### src/sv/sfhf_pkg.sv
// ----------------------------------------------------------------------------
// sfhf_pkg: shared types and constants of the stereo flanger
// Sequencer steps, the control bundle that drives both channel lanes, the
// configuration register set with its reset values and register indexes.
// ----------------------------------------------------------------------------
package sfhf_pkg;

    // The sine index takes the top bits of the phase; the quarter-wave fold
    // uses the two top bits of that index as the quadrant.
    localparam int SINE_ENTRIES = 256;
    localparam int SINE_BITS    = $clog2(SINE_ENTRIES);

    // APB address width: six registers at byte spacing of four.
    localparam int CFG_ADDR_BITS = 5;
    localparam int CFG_DATA_BITS = 32;

    // Register indexes (byte address divided by four).
    typedef enum logic [2:0] {
        REG_LFO_INCREMENT = 3'd0,
        REG_BASE_DELAY    = 3'd1,
        REG_DEPTH_DELAY   = 3'd2,
        REG_FEEDBACK_GAIN = 3'd3,
        REG_HP_COEF       = 3'd4,
        REG_MIX_LEVEL     = 3'd5
    } cfg_reg_t;

    // Register values after reset.
    localparam logic [23:0] RST_LFO_INCREMENT = 24'd49214;
    localparam logic [15:0] RST_BASE_DELAY    = 16'd1216;
    localparam logic [15:0] RST_DEPTH_DELAY   = 16'd4480;
    localparam logic [15:0] RST_FEEDBACK_GAIN = 16'd26214;
    localparam logic [15:0] RST_HP_COEF       = 16'd1024;
    localparam logic [16:0] RST_MIX_LEVEL     = 17'd39322;

    // Configuration seen by the lanes.
    typedef struct packed {
        logic [23:0] lfo_increment;
        logic [15:0] base_delay;
        logic [15:0] depth_delay;
        logic [15:0] feedback_gain;
        logic [15:0] hp_coef;
        logic [16:0] mix_level;
    } cfg_t;

    // Steps of the per-beat sequence, shared by both lanes.
    typedef enum logic [3:0] {
        ST_IDLE,
        ST_POLY,
        ST_SINE,
        ST_DEPTH,
        ST_ADDR,
        ST_READ,
        ST_INTERP,
        ST_HPMUL,
        ST_HPADD,
        ST_GAIN,
        ST_FINISH
    } step_t;

    // Control bundle from the sequencer to the lanes.
    typedef struct packed {
        step_t      step;
        logic       load;
        logic [1:0] poly_idx;
        logic       commit;
    } ctrl_t;

endpackage

### src/sv/sfhf_merge.sv
// ----------------------------------------------------------------------------
// sfhf_merge: output stage
// Joins the left and right lane results into one output beat and holds it
// until it is taken, so the lanes can start on the next pair meanwhile.
// ----------------------------------------------------------------------------
module sfhf_merge #(
    parameter int SAMPLE_BITS = 24
) (
    input  logic                          aclk,
    input  logic                          aresetn,
    input  logic                          load,
    input  logic signed [SAMPLE_BITS-1:0] left_y,
    input  logic signed [SAMPLE_BITS-1:0] right_y,
    output logic                          slot_free,
    output logic                          m_valid,
    input  logic                          m_ready,
    output logic signed [SAMPLE_BITS-1:0] m_left_out,
    output logic signed [SAMPLE_BITS-1:0] m_right_out
);
    import sfhf_pkg::*;

    logic                          valid_reg;
    logic signed [SAMPLE_BITS-1:0] left_reg, right_reg;

    // The slot can take a new pair when empty or when its beat leaves now.
    assign slot_free   = !valid_reg || m_ready;
    assign m_valid     = valid_reg;
    assign m_left_out  = left_reg;
    assign m_right_out = right_reg;

    always_ff @(posedge aclk) begin
        if (!aresetn) begin
            valid_reg <= 1'b0;
        end else if (load) begin
            valid_reg <= 1'b1;
        end else if (m_ready) begin
            valid_reg <= 1'b0;
        end
    end

    // Payload needs no reset.
    always_ff @(posedge aclk) begin
        if (load) begin
            left_reg  <= left_y;
            right_reg <= right_y;
        end
    end

endmodule

### config.mk
export PLATFORM = sky130hd
export DESIGN_NAME = sfhf_merge
export DESIGN_NICKNAME = d
export VERILOG_FILES = /design/src/sv/sfhf_pkg.sv /design/src/sv/sfhf_merge.sv
export SDC_FILE = /design/constraint.sdc
export NUM_CORES = 1
export LEC_CHECK = 0
export BUFFER_PORTS_ARGS = -buffer_cell sky130_fd_sc_hd__clkbuf_2
export CORE_ASPECT_RATIO = 1.2
export CORE_MARGIN = 5
export CORE_UTILIZATION = 43
export DETAILED_ROUTE_END_ITERATION = 16
export PLACE_DENSITY = 0.89
export SLEW_MARGIN = 20
export SYNTH_ARGS = -nofsm -noshare
export SYNTH_HDL_FRONTEND = slang
export SYNTH_SLANG_ARGS = --single-unit
### constraint.sdc
create_clock -name aclk -period 1 [get_ports aclk]
set_input_delay 0.2 -clock aclk [delete_from_list [all_inputs] [get_ports aclk]]
set_output_delay 0.2 -clock aclk [all_outputs]
set_load 0.005 [all_outputs]
Word-level counts from Yosys, hierarchy flattened. Cells that the tools add are included. W data, S select, Z words.

Register bits after elaboration: 49. Input bits: 52. Output and inout bits: 50. Word-level logic and storage cells: 8.

Multiplexer cells: 2. Reductions and logical operators: 3.

Operator list (count): $mux W1 (2); $reduce_bool A2 Y1 (1); $logic_not A1 Y1 (1); $logic_or A1 B1 Y1 (1).

Longest topological paths before layout. Gate-level depths: netlist (run 1).

Word-level depth: 2. Depth in mapped cells: 2. Mapped depth without buffers: 2.

Least setup slack after synthesis (run 1). OpenSTA, ideal clock, no wires.

Path type: reg-to-output. From: reg valid_reg (netlist: m_valid). To: out slot_free. Arrival time: 429 ps. Path slack: 371 ps. Stages on the path, launching flop included: 2. Path buffers: 0. Cells stage by stage: dfxtp_1 > nand2b_4.

Cells in the longest elaborated chain, start to end: 2.

RTL lines: start, declared (line sfhf_merge.sv:22) `logic valid_reg;`; start signal, assigned (line sfhf_merge.sv:33) `valid_reg <= 1'b0;`; start signal, assigned (line sfhf_merge.sv:35) `valid_reg <= 1'b1;`; start signal, assigned (line sfhf_merge.sv:37) `valid_reg <= 1'b0;`; $logic_not A1 Y1 (line sfhf_merge.sv:26) `assign slot_free = !valid_reg || m_ready;`; $logic_or A1 B1 Y1 (line sfhf_merge.sv:26); end, declared (line sfhf_merge.sv:14) `output logic slot_free,`.

Every way passes these cells.

Final worst setup path (run 1).
From: reg right_reg[15] (netlist: m_right_out[15]). To: out m_right_out[15].

RTL lines: start, declared (line sfhf_merge.sv:23) `logic signed [SAMPLE_BITS-1:0] left_reg, right_reg;`; start signal, assigned (line sfhf_merge.sv:45) `right_reg <= right_y;`; end, declared (line sfhf_merge.sv:18) `output logic signed [SAMPLE_BITS-1:0] m_right_out`.

No word-level cell between the ends.

==> metrics.md, run 1 <==
| Metric | Value |
|---|---|
| Cell at the slowest stage of the critical path | `sky130_fd_sc_hd__edfxtp_1` |
| Transition time of the tightest slew-check pin | `roughly 140 ps` |
| Worst Reg2Reg Path Length in Cells | `3` |
| CTS buffer count | `5` |
| Total global-route track usage | `15.1%` |
| Crit path cell chain | `clkbuf_2` |
| Number of failing setup endpoints in the final timing report | `6` |
| Residual antenna-violating net count after detailed routing | `0` |
| Leakage | `0.995 nW` |
| Via count of the first global-routing pass | `1078` |
| Violated checks | `negative setup slack` |
| Max rail drop VDD | `approximately 0.0015 V` |
| Cell area after technology mapping | `about 1500 sq um` |
| Fin worst setup slack | `-15.7 ps` |
| Layout Cells excl Fill | `201` |
| Core box area | `~3300 sq um` |
| Routed wire length per instance | `16.5 um` |
| Drt drc | `0` |
| Average via count per standard cell | `4.53` |
| Quantity of I/O buffers inserted on ports | `101` |
| Total die area | `4750 sq um` |
| Clk slew on worst S/H paths | `roughly 80 ps` |
| Arrival time at the worst endpoint | `820 ps` |
| Startpoint of the most critical register-to-register path | `m_valid` |
| Crit path launch type | `flop` |
| Maximum count of clock buffers along a single path | `2` |
| Cell row count | `23` |
| Placed Cells | `about 190` |
| Initial core utilization | `44.6%` |
| Yosys synthesis warning count | `0` |
| Largest stage delay on the critical path | `around 390 ps` |
| Setup TNS | `-34.5 ps` |
| Master cell of the clock root buffer | `sky130_fd_sc_hd__clkbuf_8` |
| Relative slew margins | `91.0%` |
| Pwr dens | `between 1500 and 2000 nW/um^2` |
| Layout cells sized above 1 | `69.5%` |
| Origin of the worst setup path | `m_right_out[15]` |
| Final net count | `about 220` |
| Number of vias after detailed routing | `911` |
| Worst clock skew | `0 ps` |
| CP Buf/Inv Count | `1` |
| Pre-Repair DR Iteration Count | `4` |
| Count of cell instances traversed by the critical path | `1` |
| Clk Latency, worst-skew pair | `290 ps` |
| Crit path kind | `reg2out` |
| Post-placement worst setup slack | `152 ps` |
| Clock tree from TritonCTS | `built` |
| GP Congestion | `between 0.7 and 0.8` |
| Number of distinct library cells after synthesis | `5` |
| Worst reg2reg setup slack | `260 ps` |
| Height of the chip | `74.5 um` |
| Starting DRC count in detailed routing | `15` |
| Setup repair after global routing missed its margin | `yes` |
| Status | `complete, but fails checks` |
| Syn Nets | `around 100` |
| Crit path capture | `m_right_out[15]` |
| FF+latch count, synth | `49` |
| Category of cells accounting for the largest share of critical-path delay | `flip-flops` |
| Antenna violations before repair | `0` |
| Pin count of the biggest net entering global routing | `26` |
| Routed wire length | `3320 um` |
| Hold Slack | `77.8 ps` |
| Count of boundary I/O pins | `102` |
| Register area share after synthesis | `98.1%` |
| Final period utilization | `102%` |
| Cell area after layout | `2210 sq um` |
| Number of clock sinks | `49` |
| Global-route congestion overflow total | `0` |
| H-tree levels | `2` |
| Number of slew-limit violations in the final report | `0` |
| Synthesized area per cell | `~29 sq um` |
| Layout-stage area growth over the synthesis result | `48.1%` |
| Endpoints failing hold | `0` |
| Data required time of the worst path | `roughly 800 ps` |
| Class of the tightest hold or removal check | `in2reg` |
| CP endpoint kind | `primary output` |
| Minimum clock period after layout | `around 1000 ps` |
| Die X | `around 64 um` |
| Achievable clock frequency | `0.985 GHz` |
| Maximum fanout along the worst path | `1` |
| Wire length of the first global-routing pass | `5260 um` |
| Count of maximum capacitance violations | `0` |
| Count of antenna diodes in the layout | `0` |
| Post-place instance area | `~2100 sq um` |
| Worst reg2reg path endpoint | `m_valid` |
| Count of mapped cells out of synthesis | `52` |
==> flip-flops by register name, indices dropped and copies added, names as in the netlist <==
signal       flops
m_right_out     24
m_left_out      24
m_valid          1
==> layer usage <==
layer | GRT usage [%] | vias to the layer above | share of wire (%)
li1 | - | 427 | -
met5 | 0 | - | 0
met3 | 7.70 | 4 | 12
met1 | 13.6 | 423 | 30
met2 | 28.7 | 57 | 57
met4 | 5.54 | 0 | 1.0
==> layout make-up <==
type / instances / area [sq um]
multi-input combinational: 2 / 25.0
clock inverter: 1 / 30.0
timing repair buffer: 104 / 553
inverter: 1 / 3.75
clock buffer: 7 / 86.3
tap: 37 / 46.3
fill: 232 / 1130
sequential: 49 / 1460
==> through the flow <==
stage,total power (W),utilization [%]
floorplan,0.00255,-
global placement,0.00285,62.4
detailed placement,0.00288,62.4
CTS,0.00426,66.1
global route,0.00440,66.1
finish,0.00422,66.1
==> cells in the final DEF (no fill, tap or decap) <==
master | netlist | final
sky130_fd_sc_hd__a21boi_2 | 1 | 1
sky130_fd_sc_hd__buf_12 | 0 | 2
sky130_fd_sc_hd__buf_2 | 0 | 1
sky130_fd_sc_hd__buf_4 | 0 | 1
sky130_fd_sc_hd__bufinv_16 | 0 | 1
sky130_fd_sc_hd__clkbuf_1 | 0 | 1
sky130_fd_sc_hd__clkbuf_2 | 0 | 100
sky130_fd_sc_hd__clkbuf_8 | 0 | 6
sky130_fd_sc_hd__dfxtp_2 | 0 | 1
sky130_fd_sc_hd__edfxtp_1 | 48 | 48
sky130_fd_sc_hd__inv_1 | 1 | 1
sky130_fd_sc_hd__nand2b_4 | 1 | 1
==> worst min-delay path by stage <==
| stage | startpoint | to | slack (ps) | cells after the start |
|---|---|---|---|---|
| after CTS | left_y[20] | m_left_out[20] | 70 | 1 |
| after global routing | left_y[7] | m_left_out[7] | 60 | 1 |
| after floorplan | left_y[0] | m_left_out[0] | 300 | 0 |
| after global placement | right_y[4] | m_right_out[4] | 380 | 1 |
| final | right_y[0] | m_right_out[0] | 80 | 1 |
| after detailed placement | left_y[0] | m_left_out[0] | 380 | 1 |
==> power breakdown <==
part	leakage, nW	switching [W]	total (W)	internal [W]
sequential	0.478	0.0000465	0.00248	0.00243
combinational	0.458	0.000155	0.000346	0.000190
clock	0.0585	0.000578	0.00139	0.000815
total	0.995	0.000780	0.00422	0.00344
==> logic make-up (layout without fill, tap and decap cells) <==
logic type             after synthesis  in the layout  share of synthesized area, %
buffers and inverters                1            113                         0.252
AOI/OAI and AO/OA                    1              1                         0.756
DFF                                 49             49                          98.1
and+or+nand+nor                      1              1                         0.923
==> synthesized netlist by cell type, drive strengths merged <==
cell type,n,area (sq um)
dfxtp,1,20.0
edfxtp,48,1440
a21boi,1,11.3
nand2b,1,13.8
inv,1,3.75
==> timing repair <==
action	4_1_cts	5_1_grt
gates resized for setup	1	1
setup buffers	1	0
setup endpoints to repair	18	50
hold buffers	0	0
pin swaps	0	0
Note: power is estimated with default switching activity, not from simulation.
==> run 2, diff against run 1 <==
- CORE_UTILIZATION: 43 -> 36
- PLACE_DENSITY: 0.89 -> 0.8
- clock period: 1 -> 0.92 ns (I/O delays scaled with it)
==> run 2 against run 1 <==
Net effect:
- the flow still finishes with violations (negative setup slack)
- die area is 17% higher
- global-route usage decreased by 3.7 points
- combinational power rose by 7.5%
- clock power down 17%
- register-to-register slack got worse by 180 ps
- sequential cell count unchanged
- critical path depth increased by 1
- non-clock buffer count rose by 1
- cell area about the same
==> metrics.md, run 2 (same netlist as run 1, synthesis figures left out) <==
| Metric | Value |
|---|---|
| Origin of the worst setup path | `m_valid` |
| Clk Latency, worst-skew pair | `290 ps (about the same)` |
| Average via count per standard cell | `4.05 (-11%)` |
| Crit path launch type | `flop` |
| Count of maximum capacitance violations | `0 (unchanged)` |
| Endpoints failing hold | `0 (unchanged)` |
| Crit path kind | `reg2out` |
| Final net count | `216 (+0.47%)` |
| Total global-route track usage | `11.5% (-3.7 points)` |
| Final period utilization | `109%` |
| Pwr dens | `1910 nW/um^2 (about the same)` |
| Count of boundary I/O pins | `102 (unchanged)` |
| Initial core utilization | `37.5% (-7.1 points)` |
| Height of the chip | `80.5 um (+8.0%)` |
| Post-place instance area | `2100 sq um (+1.0%)` |
| Fin worst setup slack | `-82.8 ps (-67.1 ps)` |
| Achievable clock frequency | `roughly 1 GHz` |
| Sum of net half-perimeters after detailed placement | `2420 um` |
| Layout cells sized above 1 | `68.5% (-1.0 points)` |
| Cell area after layout | `2210 sq um (about the same)` |
| Hold path start | `left_y[11]` |
| CP endpoint kind | `primary output` |
| Starting DRC count in detailed routing | `35 (+20)` |
| Via count of the first global-routing pass | `923 (-14%)` |
| GP Congestion | `0.684 (-7.5%)` |
| Number of clock sinks | `49 (unchanged)` |
| Status | `complete, but fails checks` |
| Category of cells accounting for the largest share of critical-path delay | `flip-flops` |
| Cell at the slowest stage of the critical path | `sky130_fd_sc_hd__dfxtp_2` |
| Worst clock skew | `0 ps (unchanged)` |
| Pre-Repair DR Iteration Count | `2 (-2)` |
| CP Buf/Inv Count | `1 (unchanged)` |
| Die X | `68.7 um (+7.8%)` |
| Wire length of the first global-routing pass | `4430 um (-16%)` |
| Transition time of the tightest slew-check pin | `158 ps (+22.0 ps)` |
| Commonest cells after routing, fill and taps aside | `sky130_fd_sc_hd__clkbuf_2 (100), sky130_fd_sc_hd__edfxtp_1 (48), sky130_fd_sc_hd__clkbuf_8 (5)` |
| Hold-fix buffer count after cts | `0 (unchanged)` |
| Max rail drop VDD | `0.00118 V (-24%)` |
| Largest stage delay on the critical path | `360 ps (-30 ps)` |
| Crit path cell chain | `nand2b_4, buf_6` |
| Setup repair after global routing missed its margin | `yes` |
| Number of slew-limit violations in the final report | `0 (unchanged)` |
| Quantity of I/O buffers inserted on ports | `101 (unchanged)` |
| Most common cell after layout, fill and taps aside | `sky130_fd_sc_hd__clkbuf_2` |
| Maximum count of clock buffers along a single path | `2 (unchanged)` |
| Number of vias after detailed routing | `887 (-2.6%)` |
| Cell row count | `25 (+8.7%)` |
| Minimum clock period after layout | `approximately 1000 ps` |
| Data required time of the worst path | `740 ps (-60 ps)` |
| Relative slew margins | `89.5% (-1.5 points)` |
| Clk slew on worst S/H paths | `80 ps (about the same)` |
| Worst reg2reg setup slack | `80 ps (-180 ps)` |
| Antenna violations before repair | `0 (unchanged)` |
| Final core occ | `55.5% (-11 points)` |
| Pin count of the biggest net entering global routing | `31 (+19%)` |
| Master cell of the clock root buffer | `sky130_fd_sc_hd__clkbuf_8` |
| Maximum fanout along the worst path | `2 (+1)` |
| Number of failing setup endpoints in the final timing report | `50 (+44)` |
| Layout-stage area growth over the synthesis result | `48.0% (about the same)` |
| Global-route congestion overflow total | `0 (unchanged)` |
| Startpoint of the most critical register-to-register path | `m_valid` |
| Class of the tightest hold or removal check | `in2reg` |
| Count of antenna diodes in the layout | `0 (unchanged)` |
| Violated checks | `negative setup slack` |
| CTS buffer count | `5 (unchanged)` |
| Routed wire length per instance | `13.9 um (-16%)` |
| H-tree levels | `2 (unchanged)` |
| Clock tree from TritonCTS | `built` |
| Leakage | `0.983 nW (-1.2%)` |
| Total die area | `5530 sq um (+17%)` |
| Core box area | `3970 sq um (+19%)` |
| Routed wire length | `3050 um (-8.2%)` |
| Arrival time at the worst endpoint | `820 ps (about the same)` |
| Drt drc | `0 (unchanged)` |
| Residual antenna-violating net count after detailed routing | `0 (unchanged)` |
-- run 2: cell types whose count changed in the layout (fill, tap and decap cells not counted), sizes merged --
cell    previous run  this run
buf                4         5
bufinv             1         0
clkbuf           107       108
-- run 2: final cells by class --
type / instances / area (sq um)
Timing Repair Buffer: 105 / 567
Fill cell: 337 / 1770
Inverter: 1 / 3.75
Sequential cell: 49 / 1460
Tap cell: 54 / 67.6
Multi-Input combinational cell: 2 / 25.0
Clock buffer: 8 / 80.1
-- run 2: what timing repair did --
item                       4_1_cts  5_1_grt
setup endpoints to repair       50       50
buffers inserted                 1        1
gates resized for setup          1        1
-- run 2: metrics by stage --
step	setup TNS [ps]	hold slack [ps]	setup slack, ps	cells	total power (W)
final	-1760	67.0	-82.8	219	0.00421
after global routing	-4280	38.8	-134	219	0.00443
after CTS	-2730	54.0	-87.0	218	0.00428
after detailed placement	0	363	66.0	209	0.00312
after global placement	0	361	80.7	209	0.00310
after floorplan	0	283	307	52	0.00277
-- run 2: worst paths after layout --
check / cells past startpoint / to
min: 1 / m_left_out[11]
max: 2 / slot_free
min reg2reg: 4 / m_valid
max reg2reg: 4 / m_valid
-- run 2: metal layers --
layer	vias up	share of wire (%)	track usage (%)
li1	430	-	-
met1	395	32	11.7
met2	58	55	19.6
met3	4	12	5.03
met4	0	0.89	5.26
met5	-	0	0
-- run 2: where the power goes --
group	internal [W]	switching, W
Clock	0.000540	0.000614
Sequential	0.00264	0.0000444
Combinational	0.000211	0.000161
Total	0.00339	0.000819
==> run 3, diff against run 2 <==
- CORE_UTILIZATION: 36 -> 30
- PLACE_DENSITY: 0.8 -> 0.69
- RECOVER_POWER: unset -> 25
==> run 3 against run 2 <==
Net effect:
- the run still ends with negative setup slack left
- worst setup slack better by 22 ps
- sequential share of layout area is 0.53 points higher
- critical path depth stayed put
- non-clock buffer count is 2 lower
- clock skew stayed put
- count of clock-buffer cells in the layout is 2 lower
- worst hold slack better by 0.51 ps
- utilization is 11 points lower
- power is 0.97% lower
- largest power group unchanged
==> metrics.md, run 3 (same netlist as run 1, synthesis figures left out) <==
| Metric | Value |
|---|---|
| Most common cell after layout, fill and taps aside | `sky130_fd_sc_hd__clkbuf_2` |
| CP Buf/Inv Count | `1 (unchanged)` |
| Setup repair after global routing missed its margin | `yes` |
| Cell area after layout | `2190 sq um (-0.79%)` |
| Starting DRC count in detailed routing | `42 (+20%)` |
| Count of antenna diodes in the layout | `0 (unchanged)` |
| Data required time of the worst path | `740 ps (about the same)` |
| Master cell of the clock root buffer | `sky130_fd_sc_hd__clkbuf_8` |
| Number of vias after detailed routing | `893 (+0.68%)` |
| Violated checks | `negative setup slack` |
| Count of boundary I/O pins | `102 (unchanged)` |
| Fillcell total | `445 (+32%)` |
| Internal cell power | `0.00336 W (-1.0%)` |
| Crit path cell chain | `nand2b_4, clkbuf_2` |
| CP endpoint kind | `primary output` |
| Initial core utilization | `30.6% (-6.9 points)` |
| Cell row count | `28 (+12%)` |
| H-tree levels | `2 (unchanged)` |
| Footprint of the multi-input gates | `25.0 sq um (unchanged)` |
| Global-route congestion overflow total | `0 (unchanged)` |
| Sequential power share | `64.4% (+0.6 points)` |
| Quantity of I/O buffers inserted on ports | `101 (unchanged)` |
| Total global-route track usage | `9.45% (-2.0 points)` |
| Layout-stage area growth over the synthesis result | `46.9%` |
| Number of failing setup endpoints in the final timing report | `50 (unchanged)` |
| Total area of sequential cells | `1460 sq um (unchanged)` |
| Hold-fix buffer count after cts | `0 (unchanged)` |
| Clock tree from TritonCTS | `built` |
| Part of the power in the clock network | `26.8% (-0.6 points)` |
| Height of the chip | `87.2 um (+8.4%)` |
| Largest stage delay on the critical path | `350 ps (about the same)` |
| Post-place instance area | `2110 sq um (+0.36%)` |
| Crit path launch type | `flop` |
| Worst clock skew | `0 ps (unchanged)` |
| Clk Latency, worst-skew pair | `280 ps (about the same)` |
| Antenna violations before repair | `0 (unchanged)` |
| Layout cells sized above 1 | `68.5% (about the same)` |
| Count of maximum capacitance violations | `0 (unchanged)` |
| Switching share of total power | `19.5% (+0.022 points)` |
| Via count of the first global-routing pass | `965 (+4.6%)` |
| Leakage | `0.971 nW (-1.2%)` |
| Maximum count of clock buffers along a single path | `2 (unchanged)` |
| Logic pwr share | `8.7% (about the same)` |
| Wire length of the first global-routing pass | `4400 um (-0.61%)` |
| Category of cells accounting for the largest share of critical-path delay | `flip-flops` |
| Setup TNS | `-1730 ps (+30.9 ps)` |
| Final core occ | `44.9% (-11 points)` |
| Core box area | `4870 sq um (+23%)` |
| Pin count of the biggest net entering global routing | `27 (-13%)` |
| Cell at the slowest stage of the critical path | `sky130_fd_sc_hd__dfxtp_2` |
| Residual antenna-violating net count after detailed routing | `0 (unchanged)` |
| Arrival time at the worst endpoint | `800 ps (-20 ps)` |
| Fin worst setup slack | `-61.2 ps (+21.6 ps)` |
| Number of clock sinks | `49 (unchanged)` |
| Relative slew margins | `90.7% (+1.2 points)` |
| Endpoints failing hold | `0 (unchanged)` |
| Final net count | `214 (-0.93%)` |
| Switching pwr | `0.000812 W (-0.86%)` |
| Clk slew on worst S/H paths | `80 ps (about the same)` |
| Drt drc | `0 (unchanged)` |
| Routed wire length per instance | `13.8 um (-0.64%)` |
| Hold Slack | `67.5 ps (+0.508 ps)` |
| Routed wire length | `3070 um (+0.72%)` |
| Achievable clock frequency | `1.02 GHz (+2.2%)` |
| Pwr dens | `1910 nW/um^2 (-0.18%)` |
| Class of the tightest hold or removal check | `in2reg` |
| Crit path kind | `reg2out` |
| Final period utilization | `107% (-2.3 points)` |
| Average via count per standard cell | `4.02 (-0.68%)` |
| Transition time of the tightest slew-check pin | `139 ps (-18.8 ps)` |
| Number of slew-limit violations in the final report | `0 (unchanged)` |
| Die X | `74.3 um (+8.2%)` |
| CTS buffer count | `5 (unchanged)` |
| GP Congestion | `0.658 (-3.8%)` |
| Pre-Repair DR Iteration Count | `3 (+1)` |
| Total die area | `6480 sq um (+17%)` |
| Status | `complete, but fails checks` |
| Max rail drop VDD | `0.000958 V (-19%)` |
| Commonest cells after routing, fill and taps aside | `sky130_fd_sc_hd__clkbuf_2 (99), sky130_fd_sc_hd__edfxtp_1 (48), sky130_fd_sc_hd__clkbuf_8 (5)` |
| Maximum fanout along the worst path | `2 (unchanged)` |
| Minimum clock period after layout | `981 ps (-21.6 ps)` |
run 3: worst paths after layout:
path	to	cells after the start	from	slack (ps)
setup reg to reg	m_valid	2	m_valid	330
hold / removal	m_right_out[23]	1	right_y[23]	70
setup / recovery	slot_free	2	m_valid	-60
hold reg to reg	m_valid	2	m_valid	480
run 3: metal layers:
layer	share of wire, %	vias up	global-route usage [%]
li1	-	423	-
met1	33	406	9.86
met2	51	59	15.3
met3	15	5	6.00
met4	1.4	0	3.40
met5	0	-	0
run 3: timing repair:
| item | 4_1_cts | 5_1_grt |
|---|---|---|
| setup endpoints to repair | 50 | 50 |
| setup buffers | 0 | 0 |
| gates resized for setup | 1 | 2 |
| endpoints found under the hold margin | 0 | 0 |
run 3: area by class of cell:
type	count	share of cell area (%)
tap	60	3.43
sequential	49	66.8
timing repair buffer	103	24.9
inverter	1	0.172
multi-input combinational	2	1.14
clock buffer	6	3.32
clock inverter	1	0.172
run 3: stage by stage:
step	instances	worst slack, ps	power [W]
6_report	222	-61.2	0.00417
5_1_grt	222	-119	0.00440
4_1_cts	222	-84.5	0.00426
3_5_place_dp	215	77.3	0.00312
3_3_place_gp	215	89.7	0.00311
2_1_floorplan	52	307	0.00277
run 3: power groups by stage:
stage               sequential, W  combinational (W)  clock, W
global route              0.00270           0.000405   0.00129
detailed placement        0.00274           0.000379         0
floorplan                 0.00277         0.00000893         0
global placement          0.00274           0.000372         0
finish                    0.00269           0.000365   0.00112
CTS                       0.00269           0.000379   0.00119
